===== src/sv/assert_macros.svh =====
// Assertion helpers shared by the RTL.
`ifndef ASSERT_MACROS_SVH
`define ASSERT_MACROS_SVH

// Check a property on every rising clock edge, off while reset is low.
`define ASSERT_CLK(label, clk, rst_n, prop) \
  label: assert property (@(posedge clk) disable iff (!rst_n) prop) \
    else $error("assertion failed");

// Check an implication on every rising clock edge, off while reset is low.
`define ASSERT_IMPLY(label, clk, rst_n, pre, post) \
  label: assert property (@(posedge clk) disable iff (!rst_n) (pre) |-> (post)) \
    else $error("assertion failed");

`endif


===== src/sv/mpq_pkg.sv =====
`default_nettype none

package mpq_pkg;

  // Default sizes
  localparam int unsigned CapacityDefault     = 128;
  localparam int unsigned PriorityBitsDefault = 8;

  // Operation codes
  typedef enum logic {
    OP_INSERT  = 1'b0,
    OP_EXTRACT = 1'b1
  } op_e;

  // Result status codes
  typedef enum logic [1:0] {
    STATUS_DONE  = 2'd0,
    STATUS_FULL  = 2'd1,
    STATUS_EMPTY = 2'd2
  } status_e;

  // Record payload carried with each priority
  typedef struct packed {
    logic [15:0] exam_id;
    logic [15:0] subject_id;
    logic [15:0] image_id;
    logic [7:0]  condition;
    logic [15:0] wait_time;
  } rec_t;

  // Broadcast control for the cell row
  typedef struct packed {
    logic ins;
    logic ext;
  } ctrl_t;

endpackage

`default_nettype wire


===== src/sv/mpq_cell.sv =====
`default_nettype none

// One slot of the sorted row. Slots are kept in descending priority order,
// slot 0 first. On insert the slot keeps, takes the new record, or takes its
// left neighbor's record; on extract it takes its right neighbor's record.
module mpq_cell #(
  parameter int unsigned PrioBits = mpq_pkg::PriorityBitsDefault
) (
  input  wire                       clk_i,
  input  wire mpq_pkg::ctrl_t       ctrl_i,
  input  wire                       occupied_i,
  input  wire        [PrioBits-1:0] new_prio_i,
  input  wire mpq_pkg::rec_t        new_rec_i,
  input  wire                       left_gt_i,
  input  wire        [PrioBits-1:0] left_prio_i,
  input  wire mpq_pkg::rec_t        left_rec_i,
  input  wire        [PrioBits-1:0] right_prio_i,
  input  wire mpq_pkg::rec_t        right_rec_i,
  output logic                      gt_o,
  output logic       [PrioBits-1:0] prio_o,
  output mpq_pkg::rec_t             rec_o
);

  logic [PrioBits-1:0] prio_q, prio_d;
  mpq_pkg::rec_t       rec_q, rec_d;

  // New record goes ahead of this slot when the slot is free or lower
  assign gt_o = !occupied_i || (prio_q < new_prio_i);

  // Pick the next slot content
  always_comb begin
    prio_d = prio_q;
    rec_d  = rec_q;
    if (ctrl_i.ext) begin
      prio_d = right_prio_i;
      rec_d  = right_rec_i;
    end else if (ctrl_i.ins && gt_o) begin
      if (left_gt_i) begin
        prio_d = left_prio_i;
        rec_d  = left_rec_i;
      end else begin
        prio_d = new_prio_i;
        rec_d  = new_rec_i;
      end
    end
  end

  always_ff @(posedge clk_i) begin
    prio_q <= prio_d;
    rec_q  <= rec_d;
  end

  assign prio_o = prio_q;
  assign rec_o  = rec_q;

endmodule

`default_nettype wire


===== config.mk =====
export PLATFORM = sky130hd
export DESIGN_NAME = mpq_cell
export DESIGN_NICKNAME = d
export VERILOG_FILES = /design/src/sv/assert_macros.svh /design/src/sv/mpq_pkg.sv /design/src/sv/mpq_cell.sv
export SDC_FILE = /design/constraint.sdc
export NUM_CORES = 1
export LEC_CHECK = 0
export BUFFER_PORTS_ARGS = -buffer_cell sky130_fd_sc_hd__buf_2
export CELL_PAD_IN_SITES_DETAIL_PLACEMENT = 1
export CELL_PAD_IN_SITES_GLOBAL_PLACEMENT = 1
export CORE_MARGIN = 5
export CORE_UTILIZATION = 30
export CTS_BUF_LIST = sky130_fd_sc_hd__clkbuf_2 sky130_fd_sc_hd__clkbuf_4 sky130_fd_sc_hd__clkbuf_8
export CTS_CLUSTER_SIZE = 28
export DETAILED_ROUTE_END_ITERATION = 8
export PLACE_DENSITY_LB_ADDON = 0.08
export SLEW_MARGIN = 30
export SYNTH_ARGS = -nofsm -noshare
export SYNTH_HDL_FRONTEND = slang
export SYNTH_SLANG_ARGS = --single-unit
export TNS_END_PERCENT = 20

===== constraint.sdc =====
create_clock -name clk_i -period 8 [get_ports clk_i]
set_input_delay 1.6 -clock clk_i [delete_from_list [all_inputs] [get_ports clk_i]]
set_output_delay 1.6 -clock clk_i [all_outputs]
set_load 0.02 [all_outputs]

== Yosys cells after proc, flatten, opt, wreduce, memory -nomap -nowiden ==
Index checks and enable logic that the tools add are counted.
Word-level totals
  register bits after elaboration: 80
  latch bits: 0
  bits in writable memories: 0
  bits in read-only memories: 0
  input port bits: 245
  output and inout bits: 81
  memories: 0
Cells by class
  add/sub/neg operators: 0
  $mul: 0
  div/mod/pow operators: 0
  $lt $le $gt $ge: 1
  equal/unequal tests: 0
  shift operators: 0
  multiplexer cells: 6
  bitwise gates (word level): 0
  reduce and logical (&&, ||, !) cells: 4
Operators by type and width (number)
  72-bit 2-to-1 mux: 3
  8-bit 2-to-1 mux: 3
  8-bit < comparator: 1
  2-bit nonzero test: 1
  1-bit logical AND: 1
  1-bit logical NOT: 1
  1-bit logical OR: 1

== Longest topological paths before layout ==
Gate-level depths: netlist (run 1).
  depth after elaboration: 5
  mapped depth: 5
  mapped depth without buffers: 5

== Worst setup path before layout (run 1) ==
No wires, ideal clock.
  path type: in2reg
  start: in new_prio_i[5]
  end: reg prio_q[0], in the netlist prio_o[0], enable pin
  arrival time: 6677 ps
  data required time: 7436 ps
  path slack: 759 ps
  cell stages on the path: 5
  buffers on the path: 0
  path through: inv_1 > ha_1 > a211oi_1 > nor2_1 > o41ai_2
Between the ends
  cells in the longest elaborated chain, start to end: 4
RTL lines
  start, declared: line mpq_cell.sv:12  | input wire [PrioBits-1:0] new_prio_i,
  8-bit < comparator: line mpq_cell.sv:28  | assign gt_o = !occupied_i || (prio_q < new_prio_i);
  1-bit logical OR: line mpq_cell.sv:28
  1-bit logical AND: line mpq_cell.sv:37  | end else if (ctrl_i.ins && gt_o) begin
  2-bit nonzero test (no line)
  end signal, assigned: line mpq_cell.sv:49  | prio_q <= prio_d;
  end, declared: line mpq_cell.sv:24  | logic [PrioBits-1:0] prio_q, prio_d;
Every way passes these cells.
A chain may end at the register's enable or synchronous reset.

== Worst setup path in the final report (run 1) ==
  start: in new_prio_i[5]
  end: out gt_o
Between the ends
  cells in the longest elaborated chain, start to end: 2
RTL lines
  8-bit < comparator: line mpq_cell.sv:28
  1-bit logical OR: line mpq_cell.sv:28
  end, declared: line mpq_cell.sv:19  | output logic gt_o,
Every way passes these cells.

==> results of run 1 <==
-- cells in the mapped netlist, drive strengths merged (2+ instances only) --
master / count / share of area
buf: 20 / 0.045
clkbuf: 7 / 0.0061
edfxtp: 80 / 0.55
nand2: 80 / 0.069
ha: 7 / 0.020
inv: 10 / 0.0087
nor2: 2 / 0.0017
a211oi: 3 / 0.0052
mux2i: 80 / 0.18
o21ai: 81 / 0.094
-- cell families (layout without fill, tap and decap cells) --
family                     Yosys count  count (layout)
and+or+nand+nor                     83              83
buffers and inverters               37             352
DFF                                 80              80
AOI/OAI and AO/OA                   88              88
muxes                               80              80
other                                0               1
adders and majority gates            7               7
-- report_power, final --
part           leakage [nW]  total, mW  internal, mW  switching, mW
Sequential            0.830      0.535         0.523         0.0121
Clock                0.0840      0.253         0.119          0.135
Combinational          2.19      0.289         0.114          0.175
-- routing by layer --
metal  GRT usage  vias to the layer above  share of wire
met5           0                        -        0.00047
met4     0.06112                        2          0.023
met3     0.05199                       22           0.10
met2      0.3051                      174           0.54
met1      0.1698                     1815           0.34
li1            -                     1989              -
-- flip-flops by register name, indices dropped and copies added, names as in the netlist --
signal and flops:
prio_o 8, rec_o 72
-- through the flow --
stage,cells,setup slack (ps)
after global placement,860,3475
after global routing,874,3383
after detailed placement,860,3458
after CTS,874,3455
after floorplan,375,759.2
final,875,3444
-- worst max-delay path, stage by stage --
cell and delay, ps:
buf_2 90, inv_1 40, ha_1 320, a211oi_1 290, nor2_1 140, o31ai_1 270, buf_2 210
-- worst max-delay path by stage --
| stage | endpoint | cells after the start | slack [ps] | from |
|---|---|---|---|---|
| after floorplan | prio_o[0]$_DFFE_PP_ | 5 | 760 | new_prio_i[5] |
| after global placement | gt_o | 7 | 3470 | new_prio_i[5] |
| after detailed placement | gt_o | 7 | 3460 | new_prio_i[5] |
| after CTS | gt_o | 7 | 3450 | new_prio_i[5] |
| after global routing | gt_o | 7 | 3380 | new_prio_i[2] |
| final | gt_o | 7 | 3440 | new_prio_i[5] |
-- area by class of cell --
type,instances,area (um^2)
fillers,1761,8205
flip-flops and latches,80,2402
multi-input cells,258,1678
repair buffers,328,1658
well taps,184,230.2
clock buffers,12,146.4
inverters,10,37.54
clock inverters,2,8.758
diodes,1,2.502
==> results.py, run 1 <==
metrics = {
    "layout": {
        "layout_common_cells": "323 x buf_2, 80 x mux2i_1, 80 x nand2_1, 80 x o21ai_1, 80 x edfxtp_1",
        "fin_nets": 939,
        "final_area_mm2": 0.006163,
        "final_layout_size_suffix_gt1_frac": 0.4957,
        "final_common_cell": "buf_2",
        "area_growth_syn_to_layout_pct": 42.37,
        "final_core_util": 0.4289,
    },
    "sta": {
        "fin_crit_ps": 4556,
        "fin_tns_setup_ps": 0,
        "setup_viol": 0,
        "fin_crit_sh": 0.5696,
        "fmax_ghz": 0.2195,
        "finalClockSkew_ps": 10.26,
        "worstMarginPinSlew_ps": 743.7,
        "hold_viol": 0,
        "slew_violations": 0,
        "relSlewSlack": 0.5042,
        "holdWs_ps": 1300,
        "rsz0062_at_grt": "no",
    },
    "clock_tree": {
        "cts_buffer_depth": 2,
        "cts_setup_buffers": 0,
        "cts_htree_levels": 3,
        "clkSinkCount": 80,
        "post_cts_resized": 0,
        "clkTransAtPathRegs_ps": 80,
        "cts_tree": "done",
        "cts_buffers": 9,
        "clk_latency_ps": 340,
        "root_buffer": "clkbuf_8",
        "ctsHoldBuffers": 0,
    },
    "worst_setup_path": {
        "required_ps": 6400,
        "critical_path_class": "in -> out",
        "cp_max_fo": 2,
        "critPathCaptureType": "output pin",
        "reg2reg_depth": 5,
        "arrival_ps": 2960,
        "start_kind": "primary input",
        "rr_endpoint": "rec_o[31]$_DFFE_PP_",
        "r2r_setup_slack_ps": 5480,
        "r2r_start": "prio_o[5]$_DFFE_PP_",
    },
    "yosys": {
        "yosys_warnings": 0,
        "synth_area_per_cell_um2": 11.54,
        "syn_area_mm2": 0.004329,
        "synth-simple-area-share": 0.07254,
        "synth-adder-area-share": 0.02023,
        "synth_edf_count": 80,
        "synth_top_family_by_area": "multiplexers",
        "synth_nets": 627,
        "syn_inst": 375,
        "synthXorXnorAreaFrac": 0,
        "synth_flop_cell": "edfxtp_1",
        "synth-seq-cells": 80,
        "synth_compound_area_frac": 0.1072,
        "async_reset_ff_frac": 0,
        "synth.yosys.seq_area_share": 0.5549,
        "synthMuxAreaShare": 0.1850,
        "ys_types": 20,
    },
    "floorplan": {
        "initial_core_util": 0.3013,
        "die-area_mm2": 0.01693,
        "core_mm2": 0.01437,
        "die-width_um": 130.1,
        "boundaryPins": 326,
        "die_h_um": 130.1,
        "num_rows": 44,
    },
    "routing": {
        "vias": 4002,
        "drt_iter0_markers": 110,
        "wirelength_mm": 14.82,
        "via_per_inst": 4.574,
        "drtPass1Iterations": 4,
        "drc": 0,
        "antenna_left": 0,
        "wl_per_cell_um": 16.93,
    },
    "placed_design": {
        "place_congestion": 0.8097,
        "portBuffers": 325,
        "dpl.hpwl_mm": 12.12,
        "post_dp_cell_area_mm2": 0.006006,
    },
    "grt": {
        "grt_overflow": 0,
        "grt_pass1_wl_mm": 21.07,
        "grt_max_degree": 86,
        "track_usage": 0.1633,
        "antenna_found_initial": 1,
        "first_global_vias": 4151,
    },
    "min_path": {
        "hold_class": "reg -> reg",
        "hp-start": "prio_o[7]$_DFFE_PP_",
        "holdPathStages": 3,
        "whs_endpoint": "prio_o[7]$_DFFE_PP_",
    },
    "power_and_ir_drop": {
        "power_per_cell_area_mw_per_mm2": 174.8,
        "ir_drop_v": 0.00006245,
        "p_leak_nw": 3.107,
        "power_mw": 1.077,
    },
    "job": {
        "max_cap_viol_count": 0,
    },
    "run_status": {
        "status": "completed",
    },
}
No activity file was read; power rests on OpenSTA's default activity.
==> run 2, diff against run 1 <==
==> constraint.sdc (replaced) <==
create_clock -name clk_i -period 4.2 [get_ports clk_i]
set_input_delay 0.84 -clock clk_i [delete_from_list [all_inputs] [get_ports clk_i]]
set_output_delay 0.84 -clock clk_i [all_outputs]
set_load 0.02 [all_outputs]
==> results.py, run 2 (synthesized netlist as in run 1, its figures left out) <==
metrics = {
    "floorplan": {
        "die-area_mm2": 0.01693,
        "num_rows": 44,
        "initial_core_util": 0.3013,
        "die_h_um": 130.1,
        "boundaryPins": 326,
        "core_mm2": 0.01437,
        "die-width_um": 130.1,
    },
    "power_and_ir_drop": {
        "seqPwrFrac": 0.484,
        "power_frac_comb": 0.268,
        "power_per_cell_area_mw_per_mm2": 336.1,
        "intPower_mw": 1.487,
        "sw_frac_of_total": 0.2958,
        "p_leak_nw": 3.126,
        "p_sw_mw": 0.6249,
        "ir_drop_v": 0.0001149,
        "clockPowerShare": 0.248,
    },
    "layout": {
        "area_growth_syn_to_layout_pct": 45.17,
        "final_layout_size_suffix_gt1_frac": 0.5109,
        "fillCellCount": 1733,
        "final_core_util": 0.4374,
        "final_common_cell": "buf_2",
        "seqCellArea_mm2": 0.002402,
        "multi_input_comb_area_mm2": 0.001735,
        "layout_common_cells": "323 x buf_2, 81 x o21ai_1, 80 x mux2i_1, 80 x nand2_1, 80 x edfxtp_1",
        "fin_nets": 939,
        "largest_reg_flops": 72,
        "final_cells": 877,
        "final_area_mm2": 0.006285,
    },
    "placed_design": {
        "place_congestion": 0.7898,
        "place_ws_ps": 1197,
        "dp_cells": 860,
        "post_dp_cell_area_mm2": 0.006105,
        "dpl.hpwl_mm": 12.15,
        "portBuffers": 325,
    },
    "worst_setup_path": {
        "critical_path_class": "in -> out",
        "reg2reg_depth": 5,
        "critPathCaptureType": "output pin",
        "cp_max_fo": 2,
        "arrival_ps": 2060,
        "required_ps": 3360,
        "start_kind": "primary input",
    },
    "job": {
        "max_cap_viol_count": 0,
    },
    "routing": {
        "via_per_inst": 4.569,
        "wirelength_mm": 14.72,
        "drc": 0,
        "vias": 4007,
        "wl_per_cell_um": 16.79,
        "drt_iter0_markers": 95,
        "antenna_left": 0,
        "drtPass1Iterations": 4,
    },
    "sta": {
        "worstMarginPinSlew_ps": 768.8,
        "setup_viol": 0,
        "fin_tns_setup_ps": 0,
        "finalClockSkew_ps": 8.627,
        "fmax_ghz": 0.3448,
        "fin_crit_ps": 2900,
        "slew_violations": 0,
        "fin_crit_sh": 0.6906,
        "setup_ws_ps": 1300,
        "relSlewSlack": 0.4875,
        "rsz0062_at_grt": "no",
        "hold_viol": 0,
    },
    "clock_tree": {
        "clkSinkCount": 80,
        "cts_tree": "done",
        "cts_buffer_depth": 2,
        "root_buffer": "clkbuf_8",
        "clk_latency_ps": 350,
        "clkTransAtPathRegs_ps": 80,
        "cts_htree_levels": 3,
        "post_cts_resized": 0,
        "cts_buffers": 9,
        "ctsHoldBuffers": 0,
        "cts_setup_buffers": 0,
    },
    "grt": {
        "grt_max_degree": 91,
        "antenna_found_initial": 1,
        "track_usage": 0.1632,
        "first_global_vias": 4131,
        "grt_overflow": 0,
        "grt_pass1_wl_mm": 21.08,
    },
    "min_path": {
        "holdPathStages": 3,
        "hold_class": "in -> reg",
    },
    "run_status": {
        "status": "completed",
    },
}
-- run 2: changes by cell type in the layout (fill, tap and decap cells not counted), moves of 2 or more --
| cell | delta |
|---|---|
| ha_1 | -4 |
| inv_1 | -4 |
| a211oi_1 | -3 |
| a211oi_2 | +3 |
| buf_12 | +3 |
| clkbuf_4 | -3 |
| ha_4 | +3 |
| inv_2 | +3 |
| buf_4 | -2 |
| clkinv_1 | +2 |
-- run 2: path summary, 6_finish.rpt --
check                        endpoint  slack (ps)                 from
setup / recovery                 gt_o        1300        new_prio_i[5]
hold / removal    rec_o[54]$_DFFE_PP_         780      right_rec_i[54]
setup reg to reg  rec_o[29]$_DFFE_PP_        1740  prio_o[5]$_DFFE_PP_
hold reg to reg    rec_o[5]$_DFFE_PP_         940  prio_o[7]$_DFFE_PP_
-- run 2: routing by layer --
| metal | part of all wire | track usage | vias up |
|---|---|---|---|
| met1 | 0.34 | 0.1651 | 1813 |
| met3 | 0.092 | 0.05158 | 32 |
| met5 | 0 | 0 | - |
| li1 | - | - | 1989 |
| met4 | 0.034 | 0.07579 | 0 |
| met2 | 0.54 | 0.3033 | 173 |
-- run 2: final cells by class --
| class | count | area share |
|---|---|---|
| multi-input combinational | 258 | 0.2761 |
| tap | 184 | 0.03663 |
| clock inverter | 6 | 0.008162 |
| clock buffer | 9 | 0.01971 |
| inverter | 10 | 0.007167 |
| antenna | 2 | 0.0007963 |
| sequential | 80 | 0.3822 |
| timing repair buffer | 328 | 0.2692 |
-- run 2: power by group through the flow --
stage / Sequential, mW / Clock [mW] / Combinational, mW
after detailed placement: 1.04 / 0 / 0.579
final: 1.02 / 0.523 / 0.567
after global placement: 1.04 / 0 / 0.570
after global routing: 1.03 / 0.585 / 0.617
after CTS: 1.02 / 0.549 / 0.580
after floorplan: 1.17 / 0 / 0.194
-- run 2: critical path, cell delays in order --
cell	delay (ps)
buf_2	150
inv_8	30
ha_4	260
nand4_1	130
a211oi_2	380
o31ai_1	100
buf_2	170
-- run 2: metrics by stage --
step / hold WS [ps] / power, mW
finish: 775.8 / 2.112
detailed placement: 931.0 / 1.620
CTS: 750.7 / 2.153
global placement: 932.2 / 1.608
global route: 765.7 / 2.233
floorplan: 1034 / 1.365
==> run 3, diff against run 2 <==
==> constraint.sdc (replaced) <==
create_clock -name clk_i -period 2.7 [get_ports clk_i]
set_input_delay 0.54 -clock clk_i [delete_from_list [all_inputs] [get_ports clk_i]]
set_output_delay 0.54 -clock clk_i [all_outputs]
set_load 0.02 [all_outputs]
==> results.py, run 3 (synthesized netlist as in run 1, its figures left out) <==
metrics = {
    "routing": {
        "drc": 0,
        "vias": 3996,
        "via_per_inst": 4.536,
        "wl_per_cell_um": 17.10,
        "drt_iter0_markers": 122,
        "antenna_left": 0,
        "drtPass1Iterations": 4,
        "wirelength_mm": 15.07,
    },
    "layout": {
        "final_cells": 881,
        "largest_reg_flops": 72,
        "area_growth_syn_to_layout_pct": 46.36,
        "fin_nets": 942,
        "final_layout_size_suffix_gt1_frac": 0.5130,
        "layout_common_cells": "323 x buf_2, 81 x o21ai_1, 80 x mux2i_1, 80 x nand2_1, 80 x edfxtp_1",
        "final_common_cell": "buf_2",
        "fillCellCount": 1695,
        "final_core_util": 0.4410,
    },
    "power_and_ir_drop": {
        "p_leak_nw": 3.153,
        "ir_drop_v": 0.0002102,
        "power_per_cell_area_mw_per_mm2": 538.1,
    },
    "run_status": {
        "status": "completed",
    },
    "sta": {
        "slew_violations": 0,
        "setup_viol": 0,
        "finalClockSkew_ps": 14.32,
        "hold_viol": 0,
        "rsz0062_at_grt": "no",
        "worstMarginPinSlew_ps": 573.1,
        "fin_crit_sh": 0.9047,
        "fin_crit_ps": 2443,
        "fmax_ghz": 0.4094,
        "relSlewSlack": 0.6179,
    },
    "floorplan": {
        "die-width_um": 130.1,
        "num_rows": 44,
        "initial_core_util": 0.3013,
        "core_mm2": 0.01437,
        "boundaryPins": 326,
        "die-area_mm2": 0.01693,
        "die_h_um": 130.1,
    },
    "placed_design": {
        "dp_cells": 863,
        "dpl.hpwl_mm": 12.54,
        "place_congestion": 0.7865,
        "portBuffers": 325,
    },
    "grt": {
        "grt_max_degree": 81,
        "grtUsageMet1": 0.1796,
        "first_global_vias": 4272,
        "track_usage": 0.1708,
        "gr-max-usage-layer": "met2",
        "grt_overflow": 0,
        "use_met3": 0.05280,
        "grt_use_met2": 0.3183,
        "grt_pass1_wl_mm": 22.15,
        "antenna_found_initial": 4,
    },
    "clock_tree": {
        "clk_latency_ps": 340,
        "post_cts_resized": 0,
        "cts_buffers": 9,
        "ctsHoldBuffers": 0,
        "cts_htree_levels": 3,
        "cts_buffer_depth": 2,
        "cts_setup_buffers": 0,
        "cts_tree": "done",
        "clkSinkCount": 80,
        "root_buffer": "clkbuf_8",
        "clkTransAtPathRegs_ps": 90,
    },
    "job": {
        "max_cap_viol_count": 0,
    },
    "worst_setup_path": {
        "slowest_stage": "edfxtp_1",
        "critical_path_class": "reg -> out",
        "cp_max_fo": 2,
        "path_delay_family": "compound AO/OA/AOI/OAI gates",
        "required_ps": 2160,
        "start_kind": "register",
        "crit_buf_inv": 1,
        "slowest_delay_ps": 450,
        "arrival_ps": 1900,
        "critPathCaptureType": "output pin",
        "path_cells": "ha_4 > nand4_1 > a211oi_2 > o31ai_1 > buf_2",
    },
    "min_path": {
        "hold_class": "in -> reg",
    },
}
run 3: cell count changes in the layout (fill, tap and decap cells not counted):
cell / delta
buf_4: +3
bufinv_16: +1
diode_2: +1
clkinvlp_4: +1
inv_8: -1
clkinv_2: -1
clkinv_1: -2
inv_2: -1
clkinv_4: +1
inv_1: +2
run 3: area by class of cell:
class	instances	area [um^2]	area share
well taps	184	230.2	0.03633
inverters	10	37.54	0.005924
diodes	3	7.507	0.001185
flip-flops and latches	80	2402	0.3791
repair buffers	331	1714	0.2705
clock buffers	9	123.9	0.01955
multi-input cells	258	1735	0.2739
clock inverters	6	85.08	0.01343
run 3: worst paths after layout:
kind                       startpoint             endpoint  slack (ps)  depth (start not counted)
setup reg to reg  prio_o[5]$_DFFE_PP_  rec_o[34]$_DFFE_PP_         560                          5
setup / recovery  prio_o[5]$_DFFE_PP_                 gt_o         260                          5
hold reg to reg   prio_o[7]$_DFFE_PP_  rec_o[14]$_DFFE_PP_        1100                          3
hold / removal        right_rec_i[62]  rec_o[62]$_DFFE_PP_         480                          3
run 3: worst register-to-register path: cells and delay by family (launching register included):
kind,cells,cell delay (ps)
adder cells (fa/ha/maj),1,280
buffers and inverters,1,310
AND/OR/NAND/NOR,1,80
AO/OA/AOI/OAI,2,660
flip-flops,1,450
run 3: stage by stage:
step / instance area (um^2) / setup TNS [ps] / hold slack (ps) / worst slack (ps) / total power, mW
2_1_floorplan: 4398 / -121480 / 733.5 / -1519 / 2.122
3_3_place_gp: 6120 / 0 / 825.7 / 347.8 / 2.511
3_5_place_dp: 6120 / 0 / 830.7 / 297.6 / 2.534
4_1_cts: 6329 / 0 / 458.4 / 207.4 / 3.475
5_1_grt: 6336 / 0 / 463.9 / 169.2 / 3.607
6_report: 6336 / 0 / 479.3 / 257.3 / 3.409
run 3: power by group:
group	switching, mW	internal [mW]
sequential	0.0404	1.55
combinational	0.530	0.360
clock	0.418	0.513
run 3: metal layers:
layer  share of wire  up-vias
li1                -     1996
met1            0.34     1808
met2            0.54      166
met3           0.090       24
met4           0.025        2
met5         0.00046        -
